`src/hdl/fltpm_pkg.sv`:
```
// Shared types and constants for the four-level page table mapper.
// Used by fltpm_ctrl, fltpm_datapath and the top level; no dependencies.
package fltpm_pkg;

    localparam int MAX_TABLES_DEF  = 64;
    localparam int ENTRY_IDX_W     = 9;     // 512 entries per table
    localparam int ENTRY_W         = 64;
    localparam int PADDR_W         = 52;
    localparam int VADDR_W         = 48;
    localparam int FRAME_W         = 40;    // address bits 51..12
    localparam int LIMIT_W         = 7;
    localparam int IN_DATA_W       = 184;
    localparam int OUT_DATA_W      = 80;

    // status codes
    localparam logic [1:0] ST_OK      = 2'd0;
    localparam logic [1:0] ST_INVALID = 2'd1;
    localparam logic [1:0] ST_NOMEM   = 2'd2;

    // operation codes
    localparam logic OP_MAP  = 1'b0;
    localparam logic OP_READ = 1'b1;

    localparam logic [1:0] SIZE_BAD = 2'd3;

    // configuration register indexes
    localparam logic CFG_BASE  = 1'b0;
    localparam logic CFG_LIMIT = 1'b1;

    localparam logic [LIMIT_W-1:0] LIMIT_RST = 7'd64;

    // entry bits
    localparam int BIT_P  = 0;
    localparam int BIT_PS = 7;
    localparam logic [ENTRY_W-1:0] CMP_MASK = 64'h800F_FFFF_FFFF_F19F;

    // evaluation outcome of one fetched entry
    localparam logic [1:0] EV_FIN   = 2'd0;
    localparam logic [1:0] EV_ALLOC = 2'd1;
    localparam logic [1:0] EV_PTR   = 2'd2;
    localparam logic [1:0] EV_LEAF  = 2'd3;

    typedef struct packed {
        logic load;
        logic clr_step;
        logic rd;
        logic alloc;
        logic ptr;
        logic leaf_wr;
        logic fin;
        logic fail;
    } cmd_t;

    typedef struct packed {
        logic       clr_last;
        logic [1:0] ev;
        logic       ptr_ok;
    } stat_t;

endpackage

```
`src/hdl/fltpm_ctrl.sv`:
```
// Sequencer for the page table mapper: clearing pass, walk steps, result hold.
// Depends on fltpm_pkg.
module fltpm_ctrl
(
    input  logic                clk,
    input  logic                rst_n,
    input  logic                in_valid,
    output logic                in_ready,
    output logic                out_valid,
    input  logic                out_ready,
    input  fltpm_pkg::stat_t    stat,
    output fltpm_pkg::cmd_t     cmd
);

    localparam logic [2:0] S_CLEAR = 3'd0;
    localparam logic [2:0] S_IDLE  = 3'd1;
    localparam logic [2:0] S_READ  = 3'd2;
    localparam logic [2:0] S_EVAL  = 3'd3;
    localparam logic [2:0] S_PTR   = 3'd4;
    localparam logic [2:0] S_DONE  = 3'd5;

    logic [2:0] state_reg;
    logic [2:0] state_next;

    assign in_ready  = (state_reg == S_IDLE);
    assign out_valid = (state_reg == S_DONE);

    always_comb
    begin
        state_next = state_reg;
        cmd        = '0;
        case (state_reg)
            S_CLEAR:
            begin
                cmd.clr_step = 1'b1;
                if (stat.clr_last)
                    state_next = S_IDLE;
            end
            S_IDLE:
            begin
                if (in_valid)
                begin
                    cmd.load   = 1'b1;
                    state_next = S_READ;
                end
            end
            S_READ:
            begin
                cmd.rd     = 1'b1;
                state_next = S_EVAL;
            end
            S_EVAL:
            begin
                case (stat.ev)
                    fltpm_pkg::EV_ALLOC:
                    begin
                        cmd.alloc  = 1'b1;
                        state_next = S_READ;
                    end
                    fltpm_pkg::EV_PTR:
                    begin
                        state_next = S_PTR;
                    end
                    fltpm_pkg::EV_LEAF:
                    begin
                        cmd.leaf_wr = 1'b1;
                        cmd.fin     = 1'b1;
                        state_next  = S_DONE;
                    end
                    default:
                    begin
                        cmd.fin    = 1'b1;
                        state_next = S_DONE;
                    end
                endcase
            end
            S_PTR:
            begin
                if (stat.ptr_ok)
                begin
                    cmd.ptr    = 1'b1;
                    state_next = S_READ;
                end
                else
                begin
                    cmd.fin    = 1'b1;
                    cmd.fail   = 1'b1;
                    state_next = S_DONE;
                end
            end
            S_DONE:
            begin
                if (out_ready)
                    state_next = S_IDLE;
            end
            default:
            begin
                state_next = S_IDLE;
            end
        endcase
    end

    always_ff @(posedge clk or negedge rst_n)
    begin
        if (!rst_n)
            state_reg <= S_CLEAR;
        else
            state_reg <= state_next;
    end

endmodule

```
`config.mk`:
```
export PLATFORM = sky130hd
export DESIGN_NAME = fltpm_ctrl
export DESIGN_NICKNAME = d
export VERILOG_FILES = /design/src/hdl/fltpm_pkg.sv /design/src/hdl/fltpm_ctrl.sv
export SDC_FILE = /design/constraint.sdc
export NUM_CORES = 1
export LEC_CHECK = 0
export BUFFER_PORTS_ARGS = -buffer_cell sky130_fd_sc_hd__buf_2
export CORE_AREA = 2 2 39 41
export CTS_CLUSTER_DIAMETER = 200
export DETAILED_ROUTE_END_ITERATION = 6
export DIE_AREA = 0 0 41 43
export HOLD_SLACK_MARGIN = 0.06
export PLACE_DENSITY = 0.5
export SKIP_CTS_REPAIR_TIMING = 1
export SLEW_MARGIN = 20
export SYNTH_ARGS = -nofsm -noshare
export SYNTH_HDL_FRONTEND = slang
export SYNTH_SLANG_ARGS = --single-unit
```
`constraint.sdc`:
```
create_clock -name clk -period 2.7 [get_ports clk]
set_clock_uncertainty 0.15 [all_clocks]
set_input_delay 0.27 -clock clk [delete_from_list [all_inputs] [get_ports clk]]
set_output_delay 0.27 -clock clk [all_outputs]
set_load 0.01 [all_outputs]
```
-- After elaboration in Yosys (flattened, before gate mapping)
Cells that the tools add are included.
- register bits after elaboration: 3
- output and inout port bits: 10
- input port bits: 8
- logic and storage cells: 35
- reductions and logical operators: 3
- equal/unequal tests: 11
- multiplexer cells: 20
- operators with widths (operator ; count):
    case mux 3 bit (6 select lines) ; 1
    two-way mux 1 bit ; 12
    two-way mux 3 bit ; 4
    == test 3 x 2 -> 1 bit, second input constant ; 2
    == test 3 bit, second input constant ; 2
    case mux 3 bit (2 select lines) ; 1
    == test 2 bit, second input constant ; 2
    != test 2 bit, second input constant ; 2
    == test 3 x 1 -> 1 bit, second input constant ; 1
    zero test 3 bit ; 1
    AND reduction 3 bit ; 1
    == test 2 x 1 -> 1 bit, second input constant ; 1
    two-way mux 2 bit ; 1
    != test 2 x 1 -> 1 bit, second input constant ; 1
    case mux 1 bit (2 select lines) ; 1
    OR reduction 2 bit ; 1

-- Logic depth before layout (Yosys ltp)
Gate-level depths: netlist of run 1.
- word-level depth: 4
- depth in mapped cells: 5

-- Worst setup path after synthesis of run 1
No wires, ideal clock.
- path type: register to output
- start: register state_reg[0]
- end: output cmd[1] (netlist name)
- stages on the path, launching flop included: 4
- path buffers: 1
- path slack: 0.868 ns
- arrival: 1.412 ns
- cell sequence: dfrtp_1 > buf_4 > nor4b_1 > a31o_2
- RTL lines (element ; RTL line ; RTL):
    start, declared ; fltpm_ctrl.sv:22 ; logic [2:0] state_reg;
    start signal, assigned ; fltpm_ctrl.sv:108 ; state_reg <= state_next;
    end, declared ; fltpm_ctrl.sv:12 ; output fltpm_pkg::cmd_t cmd

==> run metrics, run 1 <==
status finished clean; worst slew pin tran 0.5033 ns; Seq/Total Area, Yosys 26.32%; P&R area growth vs syn 45.18%; die width 41 um; maximum achievable frequency 500.9 MHz; Final Cycle Share 73.93%; Post-synth top flop dfrtp_1; switching share of power 43.34%; Total GRT Usage 10.34%; CTS Buf Count 3; CTS tree built; FF-to-FF setup slack 1.05 ns; TritonCTS Sinks 3; leak pwr 0.2334 nW; Pwr Density 952.9 nW/um^2; Total Die Area 1763 sq um; Critical Path RT 2.28 ns; Reg power frac 31.4%; Overflow after GRT 0; Vias 305; Starting Density 20.61%; Hold Path Class input pin to flop; final slew viol count 0; biggest area consumer among synthesized cells dfrtp_1; 1st-iter DRT viols 10; port bufs 17; Startpoint Class flop; max reg flops 3; crit path from state_reg[0]; Critical Path Sink Type primary output; Synth warnings 0; layout cells sized above 1 43.40%; Vias/cell 4.420; # DRC 0; Slew HR 65.97%; Post-synth top cells nor3_1 (4), dfrtp_1 (3), ha_1 (3), nand2_1 (3), nand2b_1 (3); Post-synth EDFFs 0; Core Footprint 1384 sq um; CP Max Fanout 12; Avg Cell Area, Syn 8.645 sq um; Synth Register Bits 3; clk_lat worst skew 0.23 ns; FF-to-FF Start state_reg[1]; gpl congestion 0.6501; mapped cell area 285.3 sq um; first-pass GRT wire length 1.173 mm; unrepaired setup endpoints after global routing no; Syn Nets 44; Synth top area share 26.32%; Site Rows 14; number of placed I/O pins 18; Yosys cell types 20; clock-pin slew on the worst setup and hold paths 0.04 ns; worst setup path class flop to primary output; Power Internal 223.6 uW; drt first pass iters 3; routed len/inst 10.58 um; Routed WL 730 um; Final setup viols 0; switching power 171.1 uW; vias in the first global route 279; nets 65; Clock Path Buffers 2; Final ANT Viol Nets 0; Logic pwr share 48.6%; Final Hold Viols 0; fin crit period 1.996 ns; initial antenna violation count 0; largest cells by area after synthesis dfrtp_1 (26%), ha_1 (13%), nor3_1 (7.0%); clock share of power 20.1%; diode count 0; H-Tree Depth 1; Mapped Cells 33; Crit path arrival time 1.58 ns; final core utilization 29.93%; Hold Crit Start stat[3]; most numerous cell in the Yosys netlist nor3_1; ys async rst share 100.0%; root buffer cell clkbuf_4; VDD IR max 264.6 uV; Die Span Y 43 um; Max-cap violations 0; total negative slack 0 ns; largest net degree at the start of global routing 13
==> critical path: stages (launching register included) <==
cell	delay, ns
dfrtp_1	0.50
nor4b_1	0.55
a31o_2	0.18
buf_2	0.12
==> through the flow <==
stage                     power (mW)  hold slack, ns  setup WS (ns)  instance area, sq um  cells
after floorplan               0.2560         -0.1756         0.8679                 285.3     33
after global placement        0.3176        -0.08205          1.046                 377.9     64
after detailed placement      0.3188        -0.08432         0.9666                 377.9     64
after CTS                     0.4024         -0.3360         0.7114                 404.1     68
after global routing          0.4389          0.2008         0.5818                 414.1     69
final                         0.3946          0.1864         0.7038                 414.1     69
==> path summary, 6_finish.rpt <==
check                          endpoint  depth (start not counted)
setup / recovery                 cmd[1]                          3
hold / removal             state_reg[0]                          3
setup reg to reg           state_reg[1]                          3
hold reg to reg            state_reg[0]                          2
max in group asynchronous  state_reg[1]                          2
min in group asynchronous  state_reg[2]                          2
==> routing by layer <==
layer	global-route usage [%]	part of all wire, %
met5	0	0
met4	10.00	1.2
met3	3.665	8.4
met2	13.13	47
met1	12.54	44
==> power by group through the flow <==
| stage | registers [mW] | logic (mW) | clock network (mW) |
|---|---|---|---|
| 6_report | 0.124 | 0.192 | 0.0793 |
| 5_1_grt | 0.129 | 0.219 | 0.0908 |
| 4_1_cts | 0.125 | 0.194 | 0.0832 |
| 3_5_place_dp | 0.126 | 0.193 | 0 |
| 3_3_place_gp | 0.124 | 0.194 | 0 |
| 2_1_floorplan | 0.0885 | 0.168 | 0 |
==> cells in the final DEF (no fill, tap or decap), types with 2 or more instances in the layout <==
cell type and n:
and3_1 2, buf_2 17, clkbuf_4 3, dfrtp_1 3
ha_1 3, nand2_1 3, nand2b_1 3, nor2_1 2
nor3_1 4
==> logic make-up after synthesis <==
kind of cell | Yosys count | share of synthesized area, %
AOI/OAI and AO/OA | 2 | 4.823
adders and majority gates | 3 | 13.16
buffers and inverters | 3 | 5.700
DFF | 3 | 26.32
and+or+nand+nor | 22 | 50.00
==> final cells by class <==
type                            count  area (sq um)
Clock buffer                        4         26.28
Timing Repair Buffer               18         95.09
Multi-Input combinational cell     27         193.9
Fill cell                         159         969.7
Sequential cell                     3         75.07
Tap cell                           16         20.02
Inverter                            1         3.754
Power figures use the tool's default switching activity.
==> inputs of run 2 (changes only) <==
ABC_AREA = 1   (was unset)
PLACE_DENSITY = 0.54   (was 0.5)
clock period = 1.8 ns   (was 2.7 ns; I/O delays follow)
==> run 2 against run 1 <==
Non-clock buffer count rose by 1. Highest routed layer is now met3. Routed wire length did not move. Sequential share of layout area fell by 1.8 points. Via count rose by 21%. Sequential power rose by 25%. First-iteration DRC count fell by 60%. Critical path depth rose by 1. Utilization rose by 3.3 points. Sequential cell count did not move. Global-route usage fell by 1.3 points. Final cell count rose by 26%. Total power rose by 60%.
==> run metrics, run 2 <==
max reg flops 3 (unchanged); clock share of power 18.7% (-1.4 points); Vias/cell 4.253 (-3.8%); TritonCTS Sinks 3 (unchanged); Vias 370 (+21%); Site Rows 14 (unchanged); Post-synth top cells inv_1 (11), nor2_1 (7), nand3_1 (6); Syn Nets 60 (+36%); Mapped Cells 49 (+48%); die width 41 um (unchanged); DP Cell Count 81 (+27%); Hold Path Class input pin to async pin; Yosys cell types 16 (-20%); most numerous cell in the Yosys netlist inv_1; placed inst area 412.9 sq um (+9.3%); largest net degree at the start of global routing 10 (-3); P&R area growth vs syn 43.92%; biggest area consumer among synthesized cells dfrtp_1; Non-Filler Instances 87 (+26%); CTS tree built; maximum achievable frequency 635.0 MHz; drt first pass iters 4 (+1); most frequent cells in the layout buf_2 (17), inv_1 (11), nor2_1 (7), nand3_1 (6), nand2_1 (5); Reg power frac 24.5% (-6.9 points); Fillers 155 (-2.5%); switching power 311.5 uW (+82%); port bufs 17 (unchanged); root buffer cell clkbuf_4; VDD IR max 503.3 uV (+90%); worst slew pin tran 0.2918 ns (-0.2115 ns); Synth top area share 23.53% (-2.8 points); multi-input logic area 183.9 sq um (-5.2%); Total Die Area 1763 sq um (unchanged); Critical Path Sink Type primary output; 1st-iter DRT viols 4 (-6); Total GRT Usage 9.054% (-1.3 points); Die Span Y 43 um (unchanged); clk_lat worst skew 0.23 ns (about the same); vias in the first global route 287 (+2.9%); Seq/Total Area, Yosys 23.53% (-2.8 points); # DRC 0 (unchanged); first-pass GRT wire length 1.076 mm (-8.3%); Logic pwr share 56.8% (+8.2 points); leak pwr 0.2960 nW (+27%); CTS Buf Count 3 (unchanged); status finished clean; Starting Density 23.06% (+2.4 points); Max-cap violations 0 (unchanged); clock-pin slew on the worst setup and hold paths 0.04 ns (about the same); routed len/inst 8.391 um (-21%); gpl congestion 0.7989 (+23%); Clock Path Buffers 2 (unchanged); Core Footprint 1384 sq um (unchanged); Final Hold Viols 0 (unchanged); Synth warnings 0 (unchanged); cell area after layout 459.2 sq um (+11%); Slew HR 80.54% (+15 points); Power Internal 321.0 uW (+44%); number of placed I/O pins 18 (unchanged); worst setup path class flop to primary output; largest cells by area after synthesis dfrtp_1 (24%), inv_1 (13%), ha_1 (12%); Final Cycle Share 87.48%; commonest non-fill, non-tap cell in the layout buf_2; Overflow after GRT 0 (unchanged); mapped cell area 319.1 sq um (+12%); nets 83 (+28%); Routed WL 730 um (unchanged); Startpoint Class flop; Final ANT Viol Nets 0 (unchanged); WHS 0.1218 ns (-0.06459 ns); register area 75.07 sq um (unchanged); switching share of power 49.25% (+5.9 points); Crit path arrival time 1.24 ns (-0.34 ns); fin crit period 1.575 ns; initial antenna violation count 0 (unchanged); ys async rst share 100.0% (unchanged); Final setup viols 0 (unchanged); CP Max Fanout 9 (-3); Pwr Density 1377 nW/um^2 (+45%); H-Tree Depth 1 (unchanged); Synth Register Bits 3 (unchanged); final slew viol count 0 (unchanged); total negative slack 0 ns (unchanged); unrepaired setup endpoints after global routing no; Pwr Total 632.4 uW (+60%); layout cells sized above 1 36.62% (-6.8 points); Critical Path RT 1.47 ns (-0.81 ns); Post-synth EDFFs 0 (unchanged); Post-synth top flop dfrtp_1; DP HPWL 588.1 um; Avg Cell Area, Syn 6.511 sq um (-25%); diode count 0 (unchanged)
run 2: area by class of cell:
class                      count  area share (%)
inverter                      13           10.63
tap                           16           4.360
multi-input combinational     32           40.05
timing repair buffer          19           22.89
clock buffer                   4           5.722
sequential                     3           16.35
run 2: kinds of logic (layout without fill, tap and decap cells):
family	count (synthesis)	in the layout	synth area share (%)
fa+ha+maj	3	3	11.77
simple gates	26	26	40.39
compound gates	3	3	5.488
buf+inv	14	36	18.82
flops	3	3	23.53
run 2: power groups by stage:
stage	Clock, mW	Sequential, mW	Combinational [mW]
5_1_grt	0.135	0.161	0.404
4_1_cts	0.126	0.154	0.357
2_1_floorplan	0	0.132	0.282
3_5_place_dp	0	0.155	0.356
6_report	0.118	0.155	0.359
3_3_place_gp	0	0.153	0.365
run 2: worst max-delay path: stages (launching register included):
cell and delay [ns]:
dfrtp_1 0.47, nor2_2 0.17, nand3_1 0.16, nand2_1 0.09, buf_2 0.13
run 2: path summary, 6_finish.rpt:
kind	from	endpoint	slack, ns	depth (start not counted)
max in group asynchronous	rst_n	state_reg[1]	1.27	2
hold / removal	rst_n	state_reg[0]	0.12	2
setup reg to reg	state_reg[1]	state_reg[0]	0.50	6
hold reg to reg	state_reg[0]	state_reg[1]	0.53	2
setup / recovery	state_reg[1]	cmd[1]	0.23	4
min in group clk	out_ready	state_reg[2]	0.16	4
run 2: layer usage:
metal | wire (um) | track usage [%] | vias up
li1 | - | - | 197
met1 | 348 | 11.97 | 154
met2 | 296 | 11.88 | 19
met3 | 85 | 6.283 | 0
met4 | 0 | 2.000 | 0
met5 | 0 | 0 | -
run 2: metrics by stage:
step | util (%) | setup slack (ns)
floorplan | - | 0.5974
global placement | 29.84 | 0.4774
detailed placement | 29.84 | 0.4696
CTS | 31.74 | 0.2127
global route | 33.18 | 0.1177
finish | 33.18 | 0.2253
==> inputs of run 3 (changes only) <==
PLACE_DENSITY = 0.56   (was 0.54)
==> run 3 against run 2 <==
Register-to-register slack barely moved. Clock power is 4% lower. Critical path depth is the same. Routed wire length unchanged. Final cell count shrank 1.1%. Worst setup slack got worse by 0.017 ns. Clock-buffer cell count did not move. Largest cell class unchanged. Global-route usage grew 1.2 points. Total power decreased by 1.0%. Non-clock buffer count is 1 lower. Sequential share of layout area is 0.36 points higher. Combinational power hardly changed.
==> run metrics, run 3 (same netlist as run 2, synthesis figures left out) <==
Largest stage delay, worst path 0.47 ns (about the same); final slew viol count 0 (unchanged); number of placed I/O pins 18 (unchanged); clock-pin slew on the worst setup and hold paths 0.04 ns (about the same); H-Tree Depth 1 (unchanged); maximum achievable frequency 628.1 MHz (-1.1%); Core Footprint 1384 sq um (unchanged); Starting Density 23.06% (unchanged); Overflow after GRT 0 (unchanged); drt first pass iters 4 (unchanged); status finished clean; most frequent cells in the layout buf_2 (17), inv_1 (11), nor2_1 (7), nand3_1 (6), nand2_1 (5); Critical Path Sink Type primary output; Total Die Area 1763 sq um (unchanged); unrepaired setup endpoints after global routing no; Startpoint Class flop; Final ANT Viol Nets 0 (unchanged); 1st-iter DRT viols 5 (+1); DP HPWL 611 um (+3.9%); Critical Path RT 1.47 ns (about the same); Final Cycle Share 88.45% (+0.97 points); Pwr Total 625.8 uW (-1.0%); Vias/cell 4.337 (+2.0%); Final setup viols 0 (unchanged); fin crit period 1.592 ns (+0.01740 ns); Vias 373 (+0.81%); Slew HR 80.55% (about the same); Pwr Density 1393 nW/um^2 (+1.2%); Buf/Inv on CP 1 (unchanged); Slowest cell on crit path dfrtp_1; Crit path arrival time 1.26 ns (+0.02 ns); commonest non-fill, non-tap cell in the layout buf_2; worst setup path class flop to primary output; clk_lat worst skew 0.23 ns (about the same); # DRC 0 (unchanged); root buffer cell clkbuf_4; total negative slack 0 ns (unchanged); port bufs 17 (unchanged); leak pwr 0.2919 nW (-1.4%); Fillers 160 (+3.2%); Final Hold Viols 0 (unchanged); CP Max Fanout 9 (unchanged); routed len/inst 8.488 um (+1.2%); CTS tree built; largest net degree at the start of global routing 10 (unchanged); nets 82 (-1.2%); worst slew pin tran 0.2918 ns (-0.00006151 ns); TritonCTS Sinks 3 (unchanged); CTS Buf Count 3 (unchanged); max reg flops 3 (unchanged); Die Span Y 43 um (unchanged); Max-cap violations 0 (unchanged); vias in the first global route 303 (+5.6%); Routed WL 730 um (unchanged); Clock Path Buffers 2 (unchanged); gpl congestion 0.8260 (+3.4%); P&R area growth vs syn 40.78%; Total GRT Usage 10.24% (+1.2 points); Site Rows 14 (unchanged); cell class contributing the biggest share of worst-path delay flip-flops; die width 41 um (unchanged); layout cells sized above 1 37.14% (+0.52 points); crit-path cells nor2_2, nand3_1, nand2_1, buf_2; VDD IR max 463.4 uV (-7.9%); Hold Path Class input pin to flop; initial antenna violation count 0 (unchanged); diode count 0 (unchanged); first-pass GRT wire length 1.173 mm (+9.0%)
## run 3: through the flow
stage	util, %	hold WS, ns	setup WS [ns]	cell area (sq um)	std cells
floorplan	-	-0.2656	0.5974	319.1	49
global placement	29.84	-0.1728	0.4793	412.9	81
detailed placement	29.84	-0.1712	0.4466	412.9	81
CTS	31.74	-0.4138	0.1988	439.2	85
global route	32.46	0.08044	0.06987	449.2	86
finish	32.46	0.06774	0.2079	449.2	86
## run 3: final timing paths
check                                  start           end  slack (ns)  depth (start not counted)
worst min-delay path                 stat[3]  state_reg[0]        0.07                          3
min in group asynchronous              rst_n  state_reg[2]        0.13                          2
worst max register to register  state_reg[1]  state_reg[0]        0.50                          6
max in group asynchronous              rst_n  state_reg[0]        1.27                          2
worst min register to register  state_reg[0]  state_reg[1]        0.53                          2
worst max-delay path            state_reg[1]        cmd[1]        0.21                          4
## run 3: power breakdown
| part | switching (mW) | internal (mW) |
|---|---|---|
| combinational | 0.221 | 0.138 |
| sequential | 0.0556 | 0.0986 |
| clock | 0.0303 | 0.0828 |
| total | 0.306 | 0.319 |
## run 3: final cells by class
type,instances,area (sq um),area share (%)
Clock buffer,4,26.28,5.850
Tap cell,16,20.02,4.457
Sequential cell,3,75.07,16.71
Multi-Input combinational cell,32,183.9,40.95
Timing Repair Buffer,18,95.09,21.17
Inverter,13,48.80,10.86
## run 3: tightest hold or removal path: stages
cell and delay [ns]:
buf_2 0.08, nor2_1 0.04, nor2_1 0.10
## run 3: per-layer routing
metal	routed length, um	vias to the layer above	track usage (%)
met5	0	-	0
met4	0	0	6.000
met3	74	0	5.236
met2	355	17	14.69
met1	300	160	11.58
li1	-	196	-
